**src/hdl/tcw_pkg.sv**
```systemverilog
`timescale 1ns / 1ps
// ----------------------------------------------------------------------------
// Text console character writer package
// Screen geometry, derived widths, cell codes and the control and status
// structs shared by the controller and the datapath.
// ----------------------------------------------------------------------------
package tcw_pkg;

	// Screen geometry.
	localparam int COLUMNS    = 80;
	localparam int ROWS       = 25;
	localparam int CELL_COUNT = ROWS * COLUMNS;

	// Derived widths.
	localparam int ADDR_W = $clog2(CELL_COUNT);
	localparam int ROW_W  = $clog2(ROWS);
	localparam int COL_W  = $clog2(COLUMNS);

	// Field widths of the item channels.
	localparam int OPCODE_W = 1;
	localparam int CHAR_W   = 8;
	localparam int ATTR_W   = 8;
	localparam int CROW_W   = 5;
	localparam int CCOL_W   = 7;
	localparam int CELL_W   = CHAR_W + ATTR_W;

	// Operation codes.
	localparam logic [OPCODE_W-1:0] OP_PUT  = 1'b0;
	localparam logic [OPCODE_W-1:0] OP_READ = 1'b1;

	// Character and attribute codes.
	localparam logic [CHAR_W-1:0] NEWLINE_CODE = 8'h0A;
	localparam logic [CHAR_W-1:0] BLANK_CODE   = 8'h20;
	localparam logic [ATTR_W-1:0] RESET_ATTR   = 8'h07;

	// Commands from the controller to the datapath.
	typedef struct packed {
		logic clear_we;   // write a reset blank at the sweep pointer
		logic exec;       // an item is accepted this cycle
		logic load_copy;  // start the pointer at the second row
		logic load_fill;  // start the pointer at the bottom row
		logic ptr_inc;    // advance the sweep pointer
		logic copy_rd;    // read the cell at the pointer for the scroll copy
		logic fill_we;    // blank the cell at the pointer
		logic load_out;   // load the result register
	} tcw_ctl_t;

	// Status from the datapath to the controller.
	typedef struct packed {
		logic ptr_last;     // pointer is at the last cell
		logic need_scroll;  // the item being accepted scrolls the screen
		logic out_free;     // the result register can take a new item
	} tcw_sts_t;

endpackage

```
**src/hdl/tcw_ctrl.sv**
```systemverilog
`timescale 1ns / 1ps
// ----------------------------------------------------------------------------
// Text console character writer controller
// Sequences the reset clear, item execution, the scroll copy and fill, and
// the hand-off of each result.
// ----------------------------------------------------------------------------
module tcw_ctrl (
	input  logic                clk,
	input  logic                arst_n,
	input  logic                in_valid,
	output logic                in_ready,
	input  tcw_pkg::tcw_sts_t   sts,
	output tcw_pkg::tcw_ctl_t   ctl
);
	import tcw_pkg::*;

	localparam logic [2:0] ST_CLEAR = 3'd0;
	localparam logic [2:0] ST_IDLE  = 3'd1;
	localparam logic [2:0] ST_COPY  = 3'd2;
	localparam logic [2:0] ST_FILL  = 3'd3;
	localparam logic [2:0] ST_DONE  = 3'd4;

	logic [2:0] state_q;
	logic [2:0] state_d;

	// Next state and command decode.
	always_comb begin
		state_d  = state_q;
		ctl      = '0;
		in_ready = 1'b0;
		case (state_q)
			ST_CLEAR: begin
				ctl.clear_we = 1'b1;
				ctl.ptr_inc  = 1'b1;
				if (sts.ptr_last) begin
					state_d = ST_IDLE;
				end
			end
			ST_IDLE: begin
				in_ready = 1'b1;
				if (in_valid) begin
					ctl.exec = 1'b1;
					if (sts.need_scroll) begin
						ctl.load_copy = 1'b1;
						state_d       = ST_COPY;
					end else begin
						state_d = ST_DONE;
					end
				end
			end
			ST_COPY: begin
				ctl.copy_rd = 1'b1;
				if (sts.ptr_last) begin
					ctl.load_fill = 1'b1;
					state_d       = ST_FILL;
				end else begin
					ctl.ptr_inc = 1'b1;
				end
			end
			ST_FILL: begin
				ctl.fill_we = 1'b1;
				ctl.ptr_inc = 1'b1;
				if (sts.ptr_last) begin
					state_d = ST_DONE;
				end
			end
			ST_DONE: begin
				if (sts.out_free) begin
					ctl.load_out = 1'b1;
					state_d      = ST_IDLE;
				end
			end
			default: begin
				state_d = ST_IDLE;
			end
		endcase
	end

	// State register.
	always_ff @(posedge clk or negedge arst_n) begin
		if (!arst_n) begin
			state_q <= ST_CLEAR;
		end else begin
			state_q <= state_d;
		end
	end

endmodule

```
**config.mk**
```make
export PLATFORM = sky130hd
export DESIGN_NAME = tcw_ctrl
export DESIGN_NICKNAME = d
export VERILOG_FILES = /design/src/hdl/tcw_pkg.sv /design/src/hdl/tcw_ctrl.sv
export SDC_FILE = /design/constraint.sdc
export NUM_CORES = 1
export LEC_CHECK = 0
export BUFFER_PORTS_ARGS = -buffer_cell sky130_fd_sc_hd__buf_2
export CELL_PAD_IN_SITES_DETAIL_PLACEMENT = 0
export CELL_PAD_IN_SITES_GLOBAL_PLACEMENT = 1
export CORE_AREA = 2 2 39 41
export CTS_CLUSTER_SIZE = 40
export DETAILED_ROUTE_END_ITERATION = 12
export DIE_AREA = 0 0 41 43
export PLACE_DENSITY_LB_ADDON = 0.15
export SLEW_MARGIN = 20
export SYNTH_ARGS = -nofsm -noshare
export SYNTH_HDL_FRONTEND = slang
export SYNTH_SLANG_ARGS = --single-unit
```
**constraint.sdc**
```tcl
create_clock -name clk -period 1.9 [get_ports clk]
set_clock_uncertainty 0.2 [all_clocks]
set_input_delay 0.38 -clock clk [delete_from_list [all_inputs] [get_ports clk]]
set_output_delay 0.38 -clock clk [all_outputs]
set_load 0.02 [all_outputs]
```
==> results.yml, run 1 <==
setup_path:
  worst-endpoint-required_ns: 1.32
  reg2reg_slack_ns: 0.15
  start_kind: "flip-flop"
  r2r-start: "state_q[2]$_DFFE_PN0P_"
  ff2ff_path_depth: 4
  worstReg2RegEnd: "state_q[0]$_DFFE_PN0P_"
  worst_setup_path_end_kind: "primary output"
  critPathMaxFanout: 10
  worstSetupPathType: "reg -> out"
  crit_arrival_ns: 1.26
yosys:
  synth_area_leaders: "dfrtp_1 (25%), buf_6 (11%), nor4b_2 (9.8%), mux2_1 (7.4%), nor3_1 (4.9%)"
  ys_warn_count: 0
  synthFlopType: "dfrtp_1"
  synth-edff-count: 0
  seq_area_frac_synth_pct: 24.6
  yosysUniqueCellTypes: 19
  syn_area_per_cell_um2: 9.54
  synth_top_cells_by_count: "buf_6 (3), dfrtp_1 (3), nand2_1 (3), nor2_1 (3), nor3_1 (3)"
  synth_top_cell_by_area: "dfrtp_1"
  syn_inst: 32
  netlist_area_um2: 305
  ys_ff_latch: 3
  async_reset_ff_share_pct: 100
  synth_top_area_share_pct: 24.6
  synth_nets: 38
clock_tree:
  clk_latency_ns: 0.24
  h-tree-depth: 1
  cts_buffers: 3
  cts_tree: "yes"
  cts_num_sinks: 3
  cts.path.max_buffers: 2
  clockRootBuffer: "clkbuf_4"
  clk_pin_slew_worst_paths_ns: 0.04
power:
  swShare_pct: 43.6
  pwr-share-clk_pct: 13.6
  p_per_area_nw_per_um2: 1720
  ir_worst_vdd_mv: 0.668
  power_mw: 0.838
  p_int_mw: 0.473
  power_leakage_nw: 0.235
  p_comb_share_pct: 67.1
  seqPwrFrac_pct: 19.3
  switchingPower_mw: 0.366
final_layout:
  fill_cells: 164
  layout.nets: 64
  final_cells: 73
  syn2layout_area_growth_pct: 59.8
  largest_register_ffs: 3
  top_register: "state_q"
  diodes: 0
  largestRegisters: "state_q: 3 flops"
  drive_gt1_share_pct: 63.2
sta:
  max_freq_ghz: 0.544
  worst_pin_slew_ns: 0.316
  hold_viol: 0
  setup_violations: 0
  setup_tns_ns: 0
  drv_slew: 0
  rsz0062_at_grt: "yes"
  fin_crit_sh_pct: 96.7
  relSlewSlack_pct: 78.8
  post-route-min-period_ns: 1.84
grt:
  antenna_found_initial: 0
  grt_start_max_net_pins: 13
  grt_first_pass_wirelength_mm: 1.34
  grt_use_total_pct: 11.6
  first_global_vias: 319
  overflow: 0
floorplan:
  die_h_um: 43
  start_util_pct: 22.1
  row_count: 14
  die_w_um: 41
  dieArea_um2: 1760
  core_area_um2: 1380
  pin_count: 15
outcome:
  outcome: "complete, no violations"
min_path:
  hp-start: "sts[1]"
  hold_path_class: "in -> reg"
  whs_path_depth: 3
  holdPathEnd: "state_q[2]$_DFFE_PN0P_"
routing:
  wire_per_inst_um: 10.5
  drt_wl_total_um: 770
  drt_pass1_iterations: 2
  drcViolationCount: 0
  viasPerCell: 4.42
  drtIter0Drc: 2
  ant_nets: 0
  vias: 323
placement:
  dp.cells: 59
  port-buffer-count: 14
  hpwl_um: 501
  gp_congestion: 0.638
flow_run:
  maxCapViolations: 0
[per-stage QoR]
step | hold WS (ns) | worst slack, ns | area (µm²) | util, %
after global routing | 0.256 | -0.00867 | 488 | 35.3
after floorplan | -0.116 | 0.0690 | 310 | -
after global placement | -0.0244 | 0.173 | 367 | 26.5
after detailed placement | -0.0253 | 0.160 | 367 | 26.5
after CTS | 0.240 | 0.0147 | 444 | 32.1
final | 0.236 | 0.0618 | 488 | 35.3
[metal layers]
metal / GRT usage, % / wire length [µm]
met1: 14.8 / 327
met2: 15.3 / 396
met3: 3.14 / 46
met4: 10.0 / 0
met5: 0 / 0
[final cells by class]
class	instances	area (µm²)	area share (%)
multi-input combinational	25	203	41.5
timing repair buffer	24	156	32.1
sequential	3	78.8	16.2
clock buffer	4	26.3	5.38
tap	16	20.0	4.10
inverter	1	3.75	0.769
[power by group through the flow]
stage | combinational, mW | clock, mW | sequential (mW)
5_1_grt | 0.619 | 0.128 | 0.167
3_3_place_gp | 0.383 | 0 | 0.189
6_report | 0.563 | 0.114 | 0.162
3_5_place_dp | 0.383 | 0 | 0.190
2_1_floorplan | 0.402 | 0 | 0.118
4_1_cts | 0.476 | 0.119 | 0.171
[cells in the final DEF (no fill, tap or decap)]
master         netlist  routed
mux2_1               2       2
buf_2                0      12
a2bb2oi_1            1       1
nor4_2               1       1
nand2b_1             1       1
and4bb_1             1       1
o21bai_1             1       1
nor3b_1              1       1
buf_6                3       1
and2_1               2       2
nor4bb_1             1       1
dlygate4sd3_1        0       1
a21o_1               1       1
nor2_1               3       3
clkbuf_1             0       1
and2b_1              1       1
nor3_1               3       1
dfrtp_2              0       3
nand2_1              3       3
inv_2                1       1
clkbuf_4             0       3
nor4b_2              2       2
buf_4                0      10
nor3_2               1       3
[repair_timing]
action	in CTS	in global routing
hold buffers	1	0
endpoints found under the hold margin	3	0
buffers inserted	5	4
resized for setup	3	6
endpoints found under the setup margin	2	3
pin swaps	0	1
[worst max-delay path by stage]
stage | endpoint | start | slack (ns) | depth (start not counted)
global placement | ctl[5] | state_q[1]$_DFFE_PN0P_ | 0.17 | 3
CTS | ctl[5] | state_q[1]$_DFFE_PN0P_ | 0.01 | 3
detailed placement | state_q[0]$_DFFE_PN0P_ | state_q[1]$_DFFE_PN0P_ | 0.16 | 3
floorplan | ctl[0] | state_q[0]$_DFFE_PN0P_ | 0.07 | 2
finish | ctl[5] | state_q[0]$_DFFE_PN0P_ | 0.06 | 3
global route | ctl[4] | state_q[1]$_DFFE_PN0P_ | -0.009 | 5
[kinds of logic after synthesis]
family | count (synthesis) | share of synthesized area (%)
AOI/OAI and AO/OA | 3 | 7.79
buffers and inverters | 4 | 12.3
DFF | 3 | 24.6
muxes | 2 | 7.38
and+or+nand+nor | 20 | 48.0
[critical path, stage by stage (launching register included)]
cell	delay, ns
dfrtp_2	0.47
and4bb_1	0.24
and2_1	0.16
buf_4	0.15
Power figures use the tool's default switching activity.
==> run 2: changes to the inputs <==
Settings changed: CAP_MARGIN set to 20, CELL_PAD_IN_SITES_DETAIL_PLACEMENT 0 to 1.
==> run 2 against run 1 <==
Compared with the run above: total power increased by 5.4%; global-route usage decreased by 0.089 points; fmax decreased by 0.45%; critical path depth unchanged; largest cell class unchanged.
==> results.yml, run 2 (same netlist as run 1, synthesis figures left out) <==
outcome:
  outcome: "complete, no violations"
clock_tree:
  cts_tree: "yes"
  clk_latency_ns: 0.23
  cts.path.max_buffers: 2
  cts_buffers: 3
  cts_num_sinks: 3
  h-tree-depth: 1
  clockRootBuffer: "clkbuf_4"
  clk_pin_slew_worst_paths_ns: 0.04
sta:
  setup_slack_ns: 0.0535
  setup_tns_ns: 0
  worst_pin_slew_ns: 0.338
  post-route-min-period_ns: 1.85
  hold_viol: 0
  drv_slew: 0
  relSlewSlack_pct: 77.2
  fin_crit_sh_pct: 97.2
  setup_violations: 0
  max_freq_ghz: 0.542
final_layout:
  diodes: 0
  top_register: "state_q"
  largestRegisters: "state_q: 3 flops"
  drive_gt1_share_pct: 62.1
  layout.nets: 65
  syn2layout_area_growth_pct: 64.3
  mostFrequentLayoutCell: "buf_2"
  largest_register_ffs: 3
  final_cell_mix: "buf_2 (14), buf_4 (7)"
  fill_cells: 175
min_path:
  hp-start: "sts[1]"
  whs_path_depth: 3
  holdPathEnd: "state_q[2]$_DFFE_PN0P_"
  hold_path_class: "in -> reg"
routing:
  drt_pass1_iterations: 2
  drt_wl_total_um: 908
  viasPerCell: 4.46
  ant_nets: 0
  drtIter0Drc: 3
  wire_per_inst_um: 12.3
  drcViolationCount: 0
  vias: 330
power:
  p_per_area_nw_per_um2: 1760
  ir_worst_vdd_mv: 0.571
  power_leakage_nw: 0.241
setup_path:
  worstReg2RegEnd: "state_q[0]$_DFFE_PN0P_"
  worstSetupPathType: "reg -> out"
  crit_arrival_ns: 1.27
  ff2ff_path_depth: 4
  worst-endpoint-required_ns: 1.32
  critPathMaxFanout: 6
  worst_setup_path_end_kind: "primary output"
  reg2reg_slack_ns: 0.13
  start_kind: "flip-flop"
  r2r-start: "state_q[2]$_DFFE_PN0P_"
floorplan:
  core_area_um2: 1380
  row_count: 14
  die_h_um: 43
  pin_count: 15
  die_w_um: 41
  start_util_pct: 22.1
  dieArea_um2: 1760
placement:
  port-buffer-count: 14
  hpwl_um: 562
  gp_congestion: 0.638
  dp_slack_ns: 0.137
grt:
  first_global_vias: 329
  antenna_found_initial: 0
  grt_first_pass_wirelength_mm: 1.35
  overflow: 0
  grt_start_max_net_pins: 13
  grt_use_total_pct: 11.6
flow_run:
  maxCapViolations: 0
[run 2: metrics by stage]
stage                     utilization [%]  instances  cell area [µm²]  total power [mW]  hold WS [ns]
after floorplan                         -         32              310             0.520        -0.116
after global placement               26.5         59              367             0.572       -0.0244
after detailed placement             26.5         59              367             0.579       -0.0227
after CTS                            33.0         69              457             0.799         0.236
after global routing                 36.3         74              502             0.962         0.281
final                                36.3         74              502             0.884         0.239
[run 2: timing repair]
item / CTS / global route
buffers inserted: 5 / 5
pin swaps: 0 / 2
cloned: 0 / 0
gates resized for setup: 3 / 4
endpoints found under the hold margin: 3 / 0
endpoints found under the setup margin: 3 / 2
hold buffers: 1 / 0
[run 2: where the power goes]
part	internal [mW]	leakage, nW	switching, mW
Sequential	0.101	0.0334	0.0581
Clock	0.0788	0.0150	0.0341
Combinational	0.321	0.193	0.290
[run 2: layout make-up]
class,instances,area (µm²),area share [%]
clock buffer,4,26.3,5.24
sequential,3,78.8,15.7
multi-input combinational,25,198,39.4
inverter,1,3.75,0.748
timing repair buffer,25,175,34.9
tap,16,20.0,3.99
[run 2: worst max-delay path by stage]
stage / start / end / slack, ns
finish: state_q[2]$_DFFE_PN0P_ / ctl[5] / 0.05
global route: state_q[0]$_DFFE_PN0P_ / ctl[0] / -0.008
CTS: state_q[0]$_DFFE_PN0P_ / ctl[5] / 0.03
detailed placement: state_q[1]$_DFFE_PN0P_ / state_q[0]$_DFFE_PN0P_ / 0.14
global placement: state_q[1]$_DFFE_PN0P_ / ctl[5] / 0.17
floorplan: state_q[0]$_DFFE_PN0P_ / ctl[0] / 0.07
[run 2: metal layers]
metal / track usage [%] / share of wire [%] / wire, µm / vias up
li1: - / - / - / 166
met1: 14.8 / 41 / 372 / 153
met2: 15.9 / 52 / 475 / 11
met3: 3.14 / 6.7 / 61 / 0
met4: 8.00 / 0 / 0 / 0
met5: 0 / 0 / 0 / -
[run 2: worst max-delay path, stage by stage, from the launching register on]
cell and delay (ns):
dfrtp_2 0.43, and4bb_1 0.30, and2_1 0.14, buf_2 0.16
